--- src/hdl/kstk_pkg.sv ---
// Package for the k_stacks_in_one_memory block: field widths, codes and defaults.
// Used by kstk_fill, k_stacks_in_one_memory and kstk_chk; depends on nothing.
package kstk_pkg;

    // Fixed field widths of the item and result
    localparam int SEL_W      = 3;
    localparam int CMD_W      = 1;
    localparam int STATUS_W   = 2;

    // Configuration register widths
    localparam int STK_CFG_W  = 4;
    localparam int SLOT_W     = 9;
    localparam int CFG_DATA_W = 9;
    localparam int CFG_IDX_W  = 1;

    // Defaults for the top-level parameters
    localparam int MAX_STACKS_DEF = 8;
    localparam int MEM_DEPTH_DEF  = 256;
    localparam int DATA_WIDTH_DEF = 32;

    // Register reset values
    localparam logic [STK_CFG_W-1:0] STACKS_RST = STK_CFG_W'(3);
    localparam logic [SLOT_W-1:0]    SLOTS_RST  = SLOT_W'(32);

    // Register indexes
    localparam logic [CFG_IDX_W-1:0] REG_STACKS_IN_USE   = 1'b0;
    localparam logic [CFG_IDX_W-1:0] REG_SLOTS_PER_STACK = 1'b1;

    // Commands
    localparam logic [CMD_W-1:0] CMD_PUSH = 1'b0;
    localparam logic [CMD_W-1:0] CMD_POP  = 1'b1;

    typedef enum logic [STATUS_W-1:0] {
        ST_OK        = 2'd0,
        ST_FULL      = 2'd1,
        ST_UNDERFLOW = 2'd2,
        ST_BAD_STACK = 2'd3
    } status_t;

    // Outcome of one item, from the bookkeeping to the sequencer
    typedef struct packed {
        status_t            status;
        logic [SEL_W-1:0]   landed;
        logic               push_ok;
        logic               pop_ok;
        logic               all_empty;
    } dec_t;

endpackage

--- src/hdl/kstk_fill.sv ---
// Stack bookkeeping: configuration registers, fill counts, used count and
// the push/pop decision with spill search and address. Depends on kstk_pkg.
module kstk_fill #(
    parameter int MAX_STACKS = kstk_pkg::MAX_STACKS_DEF,
    parameter int MEM_DEPTH  = kstk_pkg::MEM_DEPTH_DEF
) (
    input  logic                              clk,
    input  logic                              rst_n,
    input  logic                              cfg_we,
    input  logic [kstk_pkg::CFG_IDX_W-1:0]    cfg_index,
    input  logic [kstk_pkg::CFG_DATA_W-1:0]   cfg_data,
    input  logic                              commit,
    input  logic [kstk_pkg::CMD_W-1:0]        cmd,
    input  logic [kstk_pkg::SEL_W-1:0]        stack_sel,
    output kstk_pkg::dec_t                    dec,
    output logic [$clog2(MEM_DEPTH)-1:0]      addr
);

    import kstk_pkg::*;

    // Only stacks reachable by a 3-bit selector get a counter
    localparam int NSTK     = (MAX_STACKS < (1 << SEL_W)) ? MAX_STACKS : (1 << SEL_W);
    localparam int AW       = $clog2(MEM_DEPTH);
    localparam int UW       = $clog2(MEM_DEPTH + 1);
    localparam int NCODES   = 1 << STK_CFG_W;
    localparam int SLOT_MAX = (1 << SLOT_W) - 1;
    localparam int SUM_W    = SEL_W + SLOT_W + 1;

    logic [STK_CFG_W-1:0] stacks_reg;
    logic [SLOT_W-1:0]    slots_reg;
    logic [SLOT_W-1:0]    fill_reg [NSTK];
    logic [UW-1:0]        used_reg;
    logic [UW-1:0]        used_next;

    logic [SLOT_W-1:0]    lim_tab [NCODES];
    logic [STK_CFG_W-1:0] ns;
    logic [SLOT_W-1:0]    slots_min1;
    logic [SLOT_W-1:0]    slots;
    logic [NSTK-1:0]      room;
    logic                 any_room;
    logic                 room_sel;
    logic [SEL_W-1:0]     first_room;
    logic [SEL_W-1:0]     idx;
    logic [SLOT_W-1:0]    fill_idx;
    logic [SLOT_W-1:0]    off;
    logic [SUM_W-1:0]     base;
    logic [SUM_W-1:0]     sum;
    logic                 bad;
    logic                 is_push;
    logic                 push_ok;
    logic                 pop_ok;
    status_t              status;

    // Per-count slot limit MEM_DEPTH / stacks, worked out at elaboration
    for (genvar g = 0; g < NCODES; g++)
    begin : g_lim
        localparam int DIV  = (g == 0) ? 1 : g;
        localparam int LIM  = MEM_DEPTH / DIV;
        localparam int LIMC = (LIM > SLOT_MAX) ? SLOT_MAX : LIM;
        assign lim_tab[g] = SLOT_W'(LIMC);
    end

    // Effective stack count and partition size
    always_comb
    begin
        priority if (stacks_reg == '0)
            ns = STK_CFG_W'(1);
        else if (32'(stacks_reg) > 32'(MAX_STACKS))
            ns = STK_CFG_W'(MAX_STACKS);
        else
            ns = stacks_reg;
    end

    assign slots_min1 = (slots_reg == '0) ? SLOT_W'(1) : slots_reg;
    assign slots      = (slots_min1 > lim_tab[ns]) ? lim_tab[ns] : slots_min1;

    // Room per stack and lowest stack with room
    always_comb
    begin
        room       = '0;
        room_sel   = 1'b0;
        first_room = '0;
        for (int i = 0; i < NSTK; i++)
        begin
            room[i] = (fill_reg[i] < slots) && (STK_CFG_W'(i) < ns);
            if (SEL_W'(i) == stack_sel)
                room_sel = room[i];
        end
        for (int i = NSTK - 1; i >= 0; i--)
        begin
            if (room[i])
                first_room = SEL_W'(i);
        end
    end

    // Fill of the chosen stack
    always_comb
    begin
        fill_idx = '0;
        for (int i = 0; i < NSTK; i++)
        begin
            if (SEL_W'(i) == idx)
                fill_idx = fill_reg[i];
        end
    end

    assign is_push  = (cmd == CMD_PUSH);
    assign any_room = |room;
    assign bad      = (STK_CFG_W'(stack_sel) >= ns);
    assign idx      = (is_push && !room_sel) ? first_room : stack_sel;

    always_comb
    begin
        priority if (bad)
            status = ST_BAD_STACK;
        else if (is_push && !any_room)
            status = ST_FULL;
        else if (!is_push && fill_idx == '0)
            status = ST_UNDERFLOW;
        else
            status = ST_OK;
    end

    assign push_ok = (status == ST_OK) && is_push;
    assign pop_ok  = (status == ST_OK) && !is_push;

    // Entry address: partition base plus offset in the partition
    assign off  = is_push ? fill_idx : fill_idx - SLOT_W'(1);
    assign base = SUM_W'(idx) * SUM_W'(slots);
    assign sum  = base + SUM_W'(off);
    assign addr = AW'(sum);

    always_comb
    begin
        used_next = used_reg;
        if (push_ok)
            used_next = used_reg + UW'(1);
        else if (pop_ok)
            used_next = used_reg - UW'(1);
    end

    assign dec.status    = status;
    assign dec.landed    = (status == ST_OK) ? idx : stack_sel;
    assign dec.push_ok   = push_ok;
    assign dec.pop_ok    = pop_ok;
    assign dec.all_empty = (used_next == '0);

    // A configuration write empties every stack
    always_ff @(posedge clk or negedge rst_n)
    begin
        if (!rst_n)
        begin
            stacks_reg <= STACKS_RST;
            slots_reg  <= SLOTS_RST;
            used_reg   <= '0;
            for (int i = 0; i < NSTK; i++)
                fill_reg[i] <= '0;
        end
        else if (cfg_we)
        begin
            unique case (cfg_index)
                REG_STACKS_IN_USE:   stacks_reg <= STK_CFG_W'(cfg_data);
                REG_SLOTS_PER_STACK: slots_reg  <= cfg_data;
                default:             ;
            endcase
            used_reg <= '0;
            for (int i = 0; i < NSTK; i++)
                fill_reg[i] <= '0;
        end
        else if (commit)
        begin
            used_reg <= used_next;
            for (int i = 0; i < NSTK; i++)
            begin
                if (SEL_W'(i) == idx && push_ok)
                    fill_reg[i] <= fill_reg[i] + SLOT_W'(1);
                else if (SEL_W'(i) == idx && pop_ok)
                    fill_reg[i] <= fill_reg[i] - SLOT_W'(1);
            end
        end
    end

endmodule

--- config.mk ---
export PLATFORM = sky130hd
export DESIGN_NAME = kstk_fill
export DESIGN_NICKNAME = d
export VERILOG_FILES = /design/src/hdl/kstk_pkg.sv /design/src/hdl/kstk_fill.sv
export SDC_FILE = /design/constraint.sdc
export NUM_CORES = 1
export LEC_CHECK = 0
export BUFFER_PORTS_ARGS = -buffer_cell sky130_fd_sc_hd__buf_4
export CAP_MARGIN = 0
export CELL_PAD_IN_SITES_DETAIL_PLACEMENT = 1
export CELL_PAD_IN_SITES_GLOBAL_PLACEMENT = 1
export CORE_UTILIZATION = 51
export CTS_BUF_LIST = sky130_fd_sc_hd__clkbuf_8
export DETAILED_ROUTE_END_ITERATION = 16
export GPL_TIMING_DRIVEN = 0
export PLACE_DENSITY = 0.91
export SYNTH_ARGS = -nofsm -noshare
export SYNTH_HDL_FRONTEND = slang
export SYNTH_SLANG_ARGS = --single-unit
--- constraint.sdc ---
create_clock -name clk -period 13.9 [get_ports clk]
set_input_delay 2.085 -clock clk [delete_from_list [all_inputs] [get_ports clk]]
set_output_delay 2.085 -clock clk [all_outputs]
set_load 0.02 [all_outputs]
==> results.sh, run 1 <==
export IMPL_fp_dieH_um=150.1
export IMPL_viasPerCell=7.050
export IMPL_drive_gt1_share_pct=14.54
export IMPL_slew_violations=0
export IMPL_hold_path_class="flip-flop to flip-flop"
export IMPL_cp_max_fo=10
export IMPL_crit_top_cell="xnor2_1"
export IMPL_nets=1560
export IMPL_num_io_pins=34
export IMPL_area_delta_synth_final_pct=10.96
export IMPL_netSwitchingPower_mw=1.072
export IMPL_numPlacedInstances=1613
export IMPL_p_int_mw=0.9528
export IMPL_final_core_util_pct=58.31
export IMPL_seq_power_share_pct=17.4
export IMPL_max_freq_mhz=70.68
export IMPL_cpMaxStageDelayCell="buf_1"
export IMPL_wl_mm=44.55
export IMPL_synth_flop_cell="dfrtp_1"
export IMPL_relSlewSlack_pct=16.57
export IMPL_fin_ws_ps=-247.9
export IMPL_cts_tree="yes"
export IMPL_num_fill_cells=2526
export IMPL_cts_hold_buffers=0
export IMPL_layout_common_cells="ha_1 (159), a21oi_1 (134), nand2_1 (95), dfrtp_1 (91), nor2_1 (70)"
export IMPL_leakage_nw=5.649
export IMPL_grt_use_total_pct=38.05
export IMPL_syn_inst=1307
export IMPL_num_vias=11590
export IMPL_numCtsBuffers=9
export IMPL_regToRegSetupSlack_ps=2360
export IMPL_multi_input_area_mm2=0.008444
export IMPL_p_sw_share_pct=52.94
export IMPL_synth_cell_type_count=89
export IMPL_grt_max_degree=95
export IMPL_ys_warn_count=0
export IMPL_avgSynthCellArea_um2=8.559
export IMPL_largest_register_ffs=72
export IMPL_synthTopCellsByArea="dfrtp_1 (20%), ha_1 (18%), a21oi_1 (6.2%), xnor2_1 (3.8%), fa_1 (3.4%)"
export IMPL_tightest_slew_ps=1242
export IMPL_min_period_ps=14150
export IMPL_syn_area_mm2=0.01119
export IMPL_clock_sinks=94
export IMPL_rows=53
export IMPL_antenna_found_initial=0
export IMPL_cpPeakStageDelay_ps=740
export IMPL_failed_checks="setup timing"
export IMPL_maxCapViolCount=0
export IMPL_hpwl_mm=31.40
export IMPL_route_detailed_drc=0
export IMPL_seqCellArea_mm2=0.002356
export IMPL_arrival_ps=12060
export IMPL_grt_pass1_vias=11800
export IMPL_yosysTopAreaCell="dfrtp_1"
export IMPL_overflow=0
export IMPL_cts_buffer_depth=2
export IMPL_synth_seq_cells=94
export IMPL_clk_pin_slew_ps=130
export IMPL_pre_cts_slack_ps=-1092
export IMPL_core_area_mm2=0.02129
export IMPL_setup_worst_path_start_class="flip-flop"
export IMPL_synth_async_reset_ratio_pct=100.0
export IMPL_ant_nets=0
export IMPL_yosysSeqAreaShare_pct=21.06
export IMPL_synth_top_area_share_pct=20.36
export IMPL_die_area_mm2=0.02253
export IMPL_synth_edf_count=0
export IMPL_setup_worst_path_class="flip-flop to output pin"
export IMPL_final_common_cell="ha_1"
export IMPL_fin_area_mm2=0.01241
export IMPL_hold_viol_final=0
export IMPL_clk_root_buffer_cell="clkbuf_8"
export IMPL_totalPowerFinal_mw=2.025
export IMPL_grt_pass1_wl_mm=65.18
export IMPL_drtIter0Drc=1004
export IMPL_htreeDepth=3
export IMPL_power_density_mw_per_mm2=163.1
export IMPL_placed_area_mm2=0.01177
export IMPL_end_kind="output pin"
export IMPL_numPortBuffers=31
export IMPL_vdd_drop_max_uv=149.4
export IMPL_p_clk_share_pct=11.2
export IMPL_diodes=0
export IMPL_dieWidth_um=150.1
export IMPL_skew_ps=33.19
export IMPL_pwr_share_comb_pct=71.4
export IMPL_period_share_pct=101.8
export IMPL_status="finished with violations"
export IMPL_start_util_pct=52.55
export IMPL_required_ps=11810
export IMPL_drtPass1Iterations=7
export IMPL_setup_violations=1
export IMPL_syn_nets=1503
export IMPL_gp_congestion=0.9577
export IMPL_wl_per_cell_um=27.10
export IMPL_clk_latency_ps=430
export IMPL_final_instance_count_excl_fill=1644
[worst paths after layout]
path	startpoint	end	cells past startpoint
max reg2reg	stacks_reg[3]$_DFFE_PN0P_	fill_reg[35]$_DFFE_PN0P_	40
max	stacks_reg[3]$_DFFE_PN0P_	addr[7]	46
min in group asynchronous	rst_n	used_reg[3]$_DFFE_PN0P_	1
min	slots_reg[0]$_DFFE_PN0P_	slots_reg[0]$_DFFE_PN0P_	1
max in group asynchronous	rst_n	slots_reg[5]$_DFFE_PN1P_	2
min reg2reg	slots_reg[0]$_DFFE_PN0P_	slots_reg[0]$_DFFE_PN0P_	1
[synthesized netlist by cell type, drive strengths merged, types with 9 or more instances]
library cell	count
ha	159
a21oi	144
nand2	95
dfrtp	91
o21ai	84
nor2	73
nand3	67
inv	57
a21o	49
xnor2	49
clkbuf	38
buf	37
mux2i	36
xor2	34
mux2	24
a211oi	21
fa	19
o21bai	17
or3	17
and3	12
nand4	12
a2111oi	11
nor3	11
a22oi	10
o211ai	9
[worst max-delay path, delay by kind of cell (launching register included)]
family | cells | cell delay [ps]
flip-flops | 1 | 410
adder cells (fa/ha/maj) | 6 | 2590
buffers and inverters | 11 | 2610
AND/OR/NAND/NOR | 10 | 2030
AO/OA/AOI/OAI | 13 | 2920
XOR/XNOR | 6 | 1040
[layer usage]
layer  vias to the layer above  global-route usage, %  wire length [um]
met2                       690                  62.38             20280
li1                       4943                      -                 -
met4                         0                  22.78              3079
met1                      5713                  45.48             17350
met3                       244                  8.576              3839
met5                         -                      0                 0
[repair_timing]
action	CTS	global route
setup endpoints to repair	5	1
buffers inserted	4	11
cloned	0	0
pin swaps	1	10
gates resized for setup	26	49
[area by class of cell]
type | count | share of cell area, %
Buffer | 74 | 3.306
Clock buffer | 10 | 1.109
Clock inverter | 6 | 0.7560
Inverter | 58 | 1.814
Multi-Input combinational cell | 1080 | 68.03
Sequential cell | 94 | 18.98
Tap cell | 275 | 2.772
Timing Repair Buffer | 47 | 3.236
[power groups by stage]
stage / registers [mW] / logic, mW / clock network (mW)
after global routing: 0.353 / 1.53 / 0.238
final: 0.352 / 1.45 / 0.227
after CTS: 0.347 / 1.32 / 0.229
after global placement: 0.349 / 1.21 / 0
after detailed placement: 0.352 / 1.29 / 0
after floorplan: 0.331 / 0.907 / 0
[per-stage QoR]
stage               setup TNS (ps)  hold slack [ps]
floorplan                        0            481.4
global placement            -344.5            500.7
detailed placement           -1111            525.7
CTS                              0            552.6
global route                -638.9            564.5
finish                      -247.9            557.7
[cell families after synthesis]
group | synth area share, %
compound gates | 24.66
xor+xnor | 6.498
fa+ha+maj | 21.18
buf+inv | 5.424
flops | 21.06
mux | 6.040
simple gates | 15.13
Power figures use the tool's default switching activity.
==> run 2, diff against run 1 <==
--- a/config.mk
+++ b/config.mk
@@ -5,14 +5,14 @@
 export SDC_FILE = /design/constraint.sdc
 export NUM_CORES = 1
 export LEC_CHECK = 0
+export ABC_AREA = 1
 export BUFFER_PORTS_ARGS = -buffer_cell sky130_fd_sc_hd__buf_4
 export CAP_MARGIN = 0
 export CELL_PAD_IN_SITES_DETAIL_PLACEMENT = 1
 export CELL_PAD_IN_SITES_GLOBAL_PLACEMENT = 1
-export CORE_UTILIZATION = 51
+export CORE_UTILIZATION = 49
 export CTS_BUF_LIST = sky130_fd_sc_hd__clkbuf_8
 export DETAILED_ROUTE_END_ITERATION = 16
-export GPL_TIMING_DRIVEN = 0
 export PLACE_DENSITY = 0.91
 export SYNTH_ARGS = -nofsm -noshare
 export SYNTH_HDL_FRONTEND = slang
==> results.sh, run 2 <==
export IMPL_status="finished, final reports clean"
export IMPL_diodes=0
export IMPL_numPlacedInstances=1664
export IMPL_syn_inst=1384
export IMPL_slew_violations=0
export IMPL_num_fill_cells=2702
export IMPL_drtPass1Iterations=5
export IMPL_rows=53
export IMPL_crit_buf_inv=11
export IMPL_cts_resized=0
export IMPL_skew_ps=16.71
export IMPL_power_density_mw_per_mm2=143.4
export IMPL_syn_area_mm2=0.01044
export IMPL_clock_sinks=94
export IMPL_nets=1596
export IMPL_yosysTopAreaCell="dfrtp_1"
export IMPL_maxCapViolCount=0
export IMPL_core_area_mm2=0.02096
export IMPL_leakage_nw=5.729
export IMPL_synth_edf_count=0
export IMPL_start_util_pct=49.80
export IMPL_overflow=0
export IMPL_end_kind="output pin"
export IMPL_num_vias=10160
export IMPL_hold_path_class="flip-flop to flip-flop"
export IMPL_period_share_pct=94.57
export IMPL_setup_worst_path_start_class="flip-flop"
export IMPL_synth_top_area_share_pct=21.82
export IMPL_crit_top_cell="inv_1"
export IMPL_synth_flop_cell="dfrtp_1"
export IMPL_drive_gt1_share_pct=9.181
export IMPL_grt_pass1_wl_mm=55.45
export IMPL_cp_max_fo=17
export IMPL_numCtsBuffers=9
export IMPL_route_detailed_drc=0
export IMPL_grt_max_degree=61
export IMPL_syn_nets=1580
export IMPL_yosys_top_cells_count="nand2_1 (271), ha_1 (159), inv_1 (145)"
export IMPL_cts_tree="yes"
export IMPL_yosysSeqAreaShare_pct=22.58
export IMPL_wl_mm=34.38
export IMPL_clk_latency_ps=420
export IMPL_min_period_ps=13140
export IMPL_setup_violations=0
export IMPL_cts_hold_buffers=0
export IMPL_rsz0062_at_grt="false"
export IMPL_largest_register_ffs=72
export IMPL_synth_seq_cells=94
export IMPL_relSlewSlack_pct=44.32
export IMPL_final_common_cell="nand2_1"
export IMPL_synth_cell_type_count=57
export IMPL_postCtsSetupBuffers=0
export IMPL_setup_tns_ps=0
export IMPL_grt_pass1_vias=10530
export IMPL_htreeDepth=3
export IMPL_synthTopCellsByArea="dfrtp_1 (22%), ha_1 (19%), nand2_1 (9.7%), nand3_1 (5.9%), inv_1 (5.2%)"
export IMPL_numPortBuffers=33
export IMPL_synth_async_reset_ratio_pct=100.0
export IMPL_max_freq_mhz=76.07
export IMPL_tightest_slew_ps=835.2
export IMPL_grt_use_total_pct=32.55
export IMPL_arrival_ps=11060
export IMPL_drtIter0Drc=521
export IMPL_clk_pin_slew_ps=120
export IMPL_vdd_drop_max_uv=91.57
export IMPL_cts_buffer_depth=2
export IMPL_avgSynthCellArea_um2=7.541
export IMPL_required_ps=11810
export IMPL_cpPeakStageDelay_ps=500
export IMPL_ant_nets=0
export IMPL_cpMaxStageDelayCell="o21ai_0"
export IMPL_setup_worst_path_class="flip-flop to output pin"
export IMPL_wl_per_cell_um=20.46
export IMPL_yosysMostFrequentCell="nand2_1"
export IMPL_hpwl_mm=26.79
export IMPL_antenna_found_initial=0
export IMPL_dieWidth_um=147.9
export IMPL_clk_root_buffer_cell="clkbuf_8"
export IMPL_hold_viol_final=0
export IMPL_multi_input_area_mm2=0.007306
export IMPL_viasPerCell=6.045
export IMPL_seqCellArea_mm2=0.002356
export IMPL_num_io_pins=34
export IMPL_area_delta_synth_final_pct=6.439
export IMPL_layout_common_cells="nand2_1 (271), ha_1 (159), inv_1 (143), nand3_1 (122), dfrtp_1 (91)"
export IMPL_ys_warn_count=0
export IMPL_totalPowerFinal_mw=1.592
export IMPL_fp_dieH_um=147.9
export IMPL_die_area_mm2=0.02189
export IMPL_critPathTopFamily="simple AND/OR/NAND/NOR gates"
export IMPL_gp_congestion=0.9751
export IMPL_final_instance_count_excl_fill=1680
[run 2: cell count changes after synthesis, sizes merged, moves of 37 or more]
cell / change
a21oi: -53
nand4: +37
nand2: +196
inv: +100
a21o: -42
nand3: +63
[run 2: final cells by class]
class / instances / area share (%)
flip-flops and latches: 94 / 21.21
inverters: 159 / 5.373
repair buffers: 38 / 2.568
clock buffers: 9 / 1.115
clock inverters: 7 / 0.8673
well taps: 275 / 3.098
multi-input cells: 1098 / 65.77
[run 2: routing by layer]
| layer | track usage [%] | share of wire (%) |
|---|---|---|
| met4 | 14.85 | 3.9 |
| met5 | 0 | 0 |
| met1 | 41.57 | 43 |
| met2 | 54.55 | 48 |
| met3 | 4.444 | 4.7 |
[run 2: final timing paths]
check	startpoint	end	slack, ps	depth (start not counted)
worst max-delay path	stacks_reg[2]$_DFFE_PN0P_	addr[7]	760	57
worst min-delay path	stacks_reg[0]$_DFFE_PN1P_	stacks_reg[0]$_DFFE_PN1P_	510	2
worst max register to register	stacks_reg[2]$_DFFE_PN0P_	fill_reg[44]$_DFFE_PN0P_	4470	52
worst min register to register	stacks_reg[0]$_DFFE_PN1P_	stacks_reg[0]$_DFFE_PN1P_	510	2
max in group asynchronous	rst_n	fill_reg[20]$_DFFE_PN0P_	11090	2
min in group asynchronous	rst_n	slots_reg[8]$_DFFE_PN0P_	1640	1
[run 2: per-stage QoR]
stage	hold WS (ps)	utilization, %	area (um2)	setup slack, ps
after floorplan	470.0	-	10440	3285
after global placement	489.8	51.89	10870	1857
after detailed placement	498.9	51.89	10870	1284
after CTS	516.8	52.94	11090	678.4
after global routing	529.0	53.01	11110	104.1
final	512.5	53.01	11110	755.0
[run 2: power breakdown]
group	internal, mW	switching (mW)	total, mW	leakage, nW
Sequential	0.298	0.0386	0.337	1.27
Combinational	0.365	0.668	1.03	4.36
Clock	0.102	0.120	0.222	0.102
Total	0.765	0.827	1.59	5.73
[run 2: worst register-to-register path: cells and delay by family, from the launching register on]
| kind | cells | cell delay [ps] |
|---|---|---|
| and+or+nand+nor | 27 | 4350 |
| AOI/OAI and AO/OA | 12 | 1950 |
| buffers and inverters | 9 | 1350 |
| adders and majority gates | 4 | 1180 |
| DFF | 1 | 480 |
[run 2: cells by family (layout without fill, tap and decap cells)]
kind of cell | count (synthesis) | after routing | synth area share [%]
and+or+nand+nor | 584 | 584 | 26.66
AOI/OAI and AO/OA | 254 | 254 | 13.50
buffers and inverters | 192 | 213 | 7.553
adders and majority gates | 178 | 178 | 22.71
DFF | 94 | 94 | 22.58
xor gates and xnor gates | 77 | 77 | 6.462
muxes | 5 | 5 | 0.5395
==> run 3, diff against run 2 <==
--- a/config.mk
+++ b/config.mk
@@ -6,7 +6,7 @@
 export NUM_CORES = 1
 export LEC_CHECK = 0
 export ABC_AREA = 1
-export BUFFER_PORTS_ARGS = -buffer_cell sky130_fd_sc_hd__buf_4
+export BUFFER_PORTS_ARGS = -buffer_cell sky130_fd_sc_hd__buf_2
 export CAP_MARGIN = 0
 export CELL_PAD_IN_SITES_DETAIL_PLACEMENT = 1
 export CELL_PAD_IN_SITES_GLOBAL_PLACEMENT = 1
==> results.sh, run 3 (synthesis gave the netlist of run 2 again) <==
export IMPL_hold_path_class="flip-flop to flip-flop"
export IMPL_drtPass1Iterations=5
export IMPL_relSlewSlack_pct=22.32
export IMPL_start_util_pct=49.80
export IMPL_cts_tree="yes"
export IMPL_wl_mm=34.43
export IMPL_met3_length_mm=1.776
export IMPL_wl_met2_mm=16.35
export IMPL_area_delta_synth_final_pct=5.791
export IMPL_clk_root_buffer_cell="clkbuf_8"
export IMPL_rsz0062_at_grt="false"
export IMPL_diodes=0
export IMPL_leakage_nw=5.707
export IMPL_regToRegSetupSlack_ps=4510
export IMPL_grt_max_degree=49
export IMPL_numPortBuffers=33
export IMPL_largest_register_ffs=72
export IMPL_layout_common_cells="nand2_1 (271), ha_1 (159), inv_1 (144), nand3_1 (122), dfrtp_1 (91)"
export IMPL_status="finished, final reports clean"
export IMPL_min_path_cells=2
export IMPL_grt_pass1_wl_mm=55.50
export IMPL_num_fill_cells=2729
export IMPL_power_density_mw_per_mm2=141.7
export IMPL_drive_gt1_share_pct=9.046
export IMPL_nets=1595
export IMPL_dieWidth_um=147.9
export IMPL_grt_use_total_pct=32.48
export IMPL_numPlacedInstances=1663
export IMPL_setup_tns_ps=0
export IMPL_wl_met1_mm=14.77
export IMPL_ff2ff_path_depth=52
export IMPL_final_instance_count_excl_fill=1679
export IMPL_drtIter0Drc=592
export IMPL_clk_latency_ps=410
export IMPL_period_share_pct=94.74
export IMPL_viasPerCell=6.056
export IMPL_slew_violations=0
export IMPL_skew_ps=24.08
export IMPL_cts_hold_buffers=0
export IMPL_vdd_drop_max_uv=107.2
export IMPL_max_freq_mhz=75.94
export IMPL_arrival_ps=11080
export IMPL_fp_dieH_um=147.9
export IMPL_htreeDepth=3
export IMPL_grt_pass1_vias=10770
export IMPL_cts_buffer_depth=2
export IMPL_numCtsBuffers=9
export IMPL_min_period_ps=13170
export IMPL_overflow=0
export IMPL_end_kind="output pin"
export IMPL_ant_nets=0
export IMPL_wl_per_cell_um=20.51
export IMPL_num_vias=10170
export IMPL_setup_violations=0
export IMPL_cp_num_cells=57
export IMPL_maxCapViolCount=0
export IMPL_cpPeakStageDelay_ps=510
export IMPL_rows=53
export IMPL_antenna_found_initial=0
export IMPL_core_area_mm2=0.02096
export IMPL_final_common_cell="nand2_1"
export IMPL_placed_area_mm2=0.01079
export IMPL_route_detailed_drc=0
export IMPL_clk_pin_slew_ps=120
export IMPL_hpwl_mm=27.03
export IMPL_gp_congestion=0.9747
export IMPL_hold_viol_final=0
export IMPL_crit_buf_inv=11
export IMPL_setup_worst_path_start_class="flip-flop"
export IMPL_cpMaxStageDelayCell="fa_1"
export IMPL_critPathTopFamily="simple AND/OR/NAND/NOR gates"
export IMPL_cp_max_fo=17
export IMPL_tightest_slew_ps=1157
export IMPL_maxUsedRoutingLayer="met4"
export IMPL_clock_sinks=94
export IMPL_die_area_mm2=0.02189
export IMPL_crit_top_cell="inv_1"
export IMPL_fin_area_mm2=0.01104
export IMPL_setup_worst_path_class="flip-flop to output pin"
export IMPL_num_io_pins=34
export IMPL_required_ps=11810
[run 3: where the power goes]
part	leakage, nW	switching (mW)	internal (mW)
logic	4.33	0.669	0.338
registers	1.27	0.0377	0.298
clock network	0.109	0.115	0.107
total	5.71	0.821	0.744
[run 3: per-layer routing]
layer	vias up	GRT usage, %
met4	0	16.08
met5	-	0
met1	5008	40.89
li1	4745	-
met3	109	3.704
met2	306	55.09
[run 3: layout make-up]
class	instances	area, um2	area share (%)
Inverter	159	596.8	5.406
Sequential cell	94	2356	21.34
Tap cell	275	344.1	3.116
Clock buffer	10	137.6	1.247
Timing Repair Buffer	37	197.7	1.791
Clock inverter	6	92.59	0.8386
Multi-Input combinational cell	1098	7316	66.26
[run 3: metrics by stage]
| step | power (mW) | hold slack [ps] | util (%) | worst slack [ps] |
|---|---|---|---|---|
| after floorplan | 1.042 | 470.0 | - | 3285 |
| after global placement | 1.263 | 489.8 | 51.47 | 1824 |
| after detailed placement | 1.321 | 501.3 | 51.47 | 1217 |
| after CTS | 1.552 | 529.9 | 52.57 | 598.7 |
| after global routing | 1.687 | 548.5 | 52.69 | 5.421 |
| final | 1.565 | 538.2 | 52.69 | 731.0 |
[run 3: path summary, 6_finish.rpt]
path | start | to
max | stacks_reg[2]$_DFFE_PN0P_ | addr[7]
min in group asynchronous | rst_n | slots_reg[4]$_DFFE_PN0P_
min reg2reg | stacks_reg[0]$_DFFE_PN1P_ | stacks_reg[0]$_DFFE_PN1P_
min | stacks_reg[0]$_DFFE_PN1P_ | stacks_reg[0]$_DFFE_PN1P_
max reg2reg | stacks_reg[2]$_DFFE_PN0P_ | fill_reg[26]$_DFFE_PN0P_
max in group asynchronous | rst_n | fill_reg[18]$_DFFE_PN0P_
[run 3: repair_timing]
action	CTS	global route
setup buffers	0	0
gates resized for setup	0	6
setup endpoints to repair	0	1
[run 3: worst reg2reg max path, delay by kind of cell (launching register included)]
family / cells / cell delay [ps]
and+or+nand+nor: 28 / 4520
DFF: 1 / 480
adders and majority gates: 4 / 1180
buffers and inverters: 9 / 1360
AOI/OAI and AO/OA: 11 / 1770
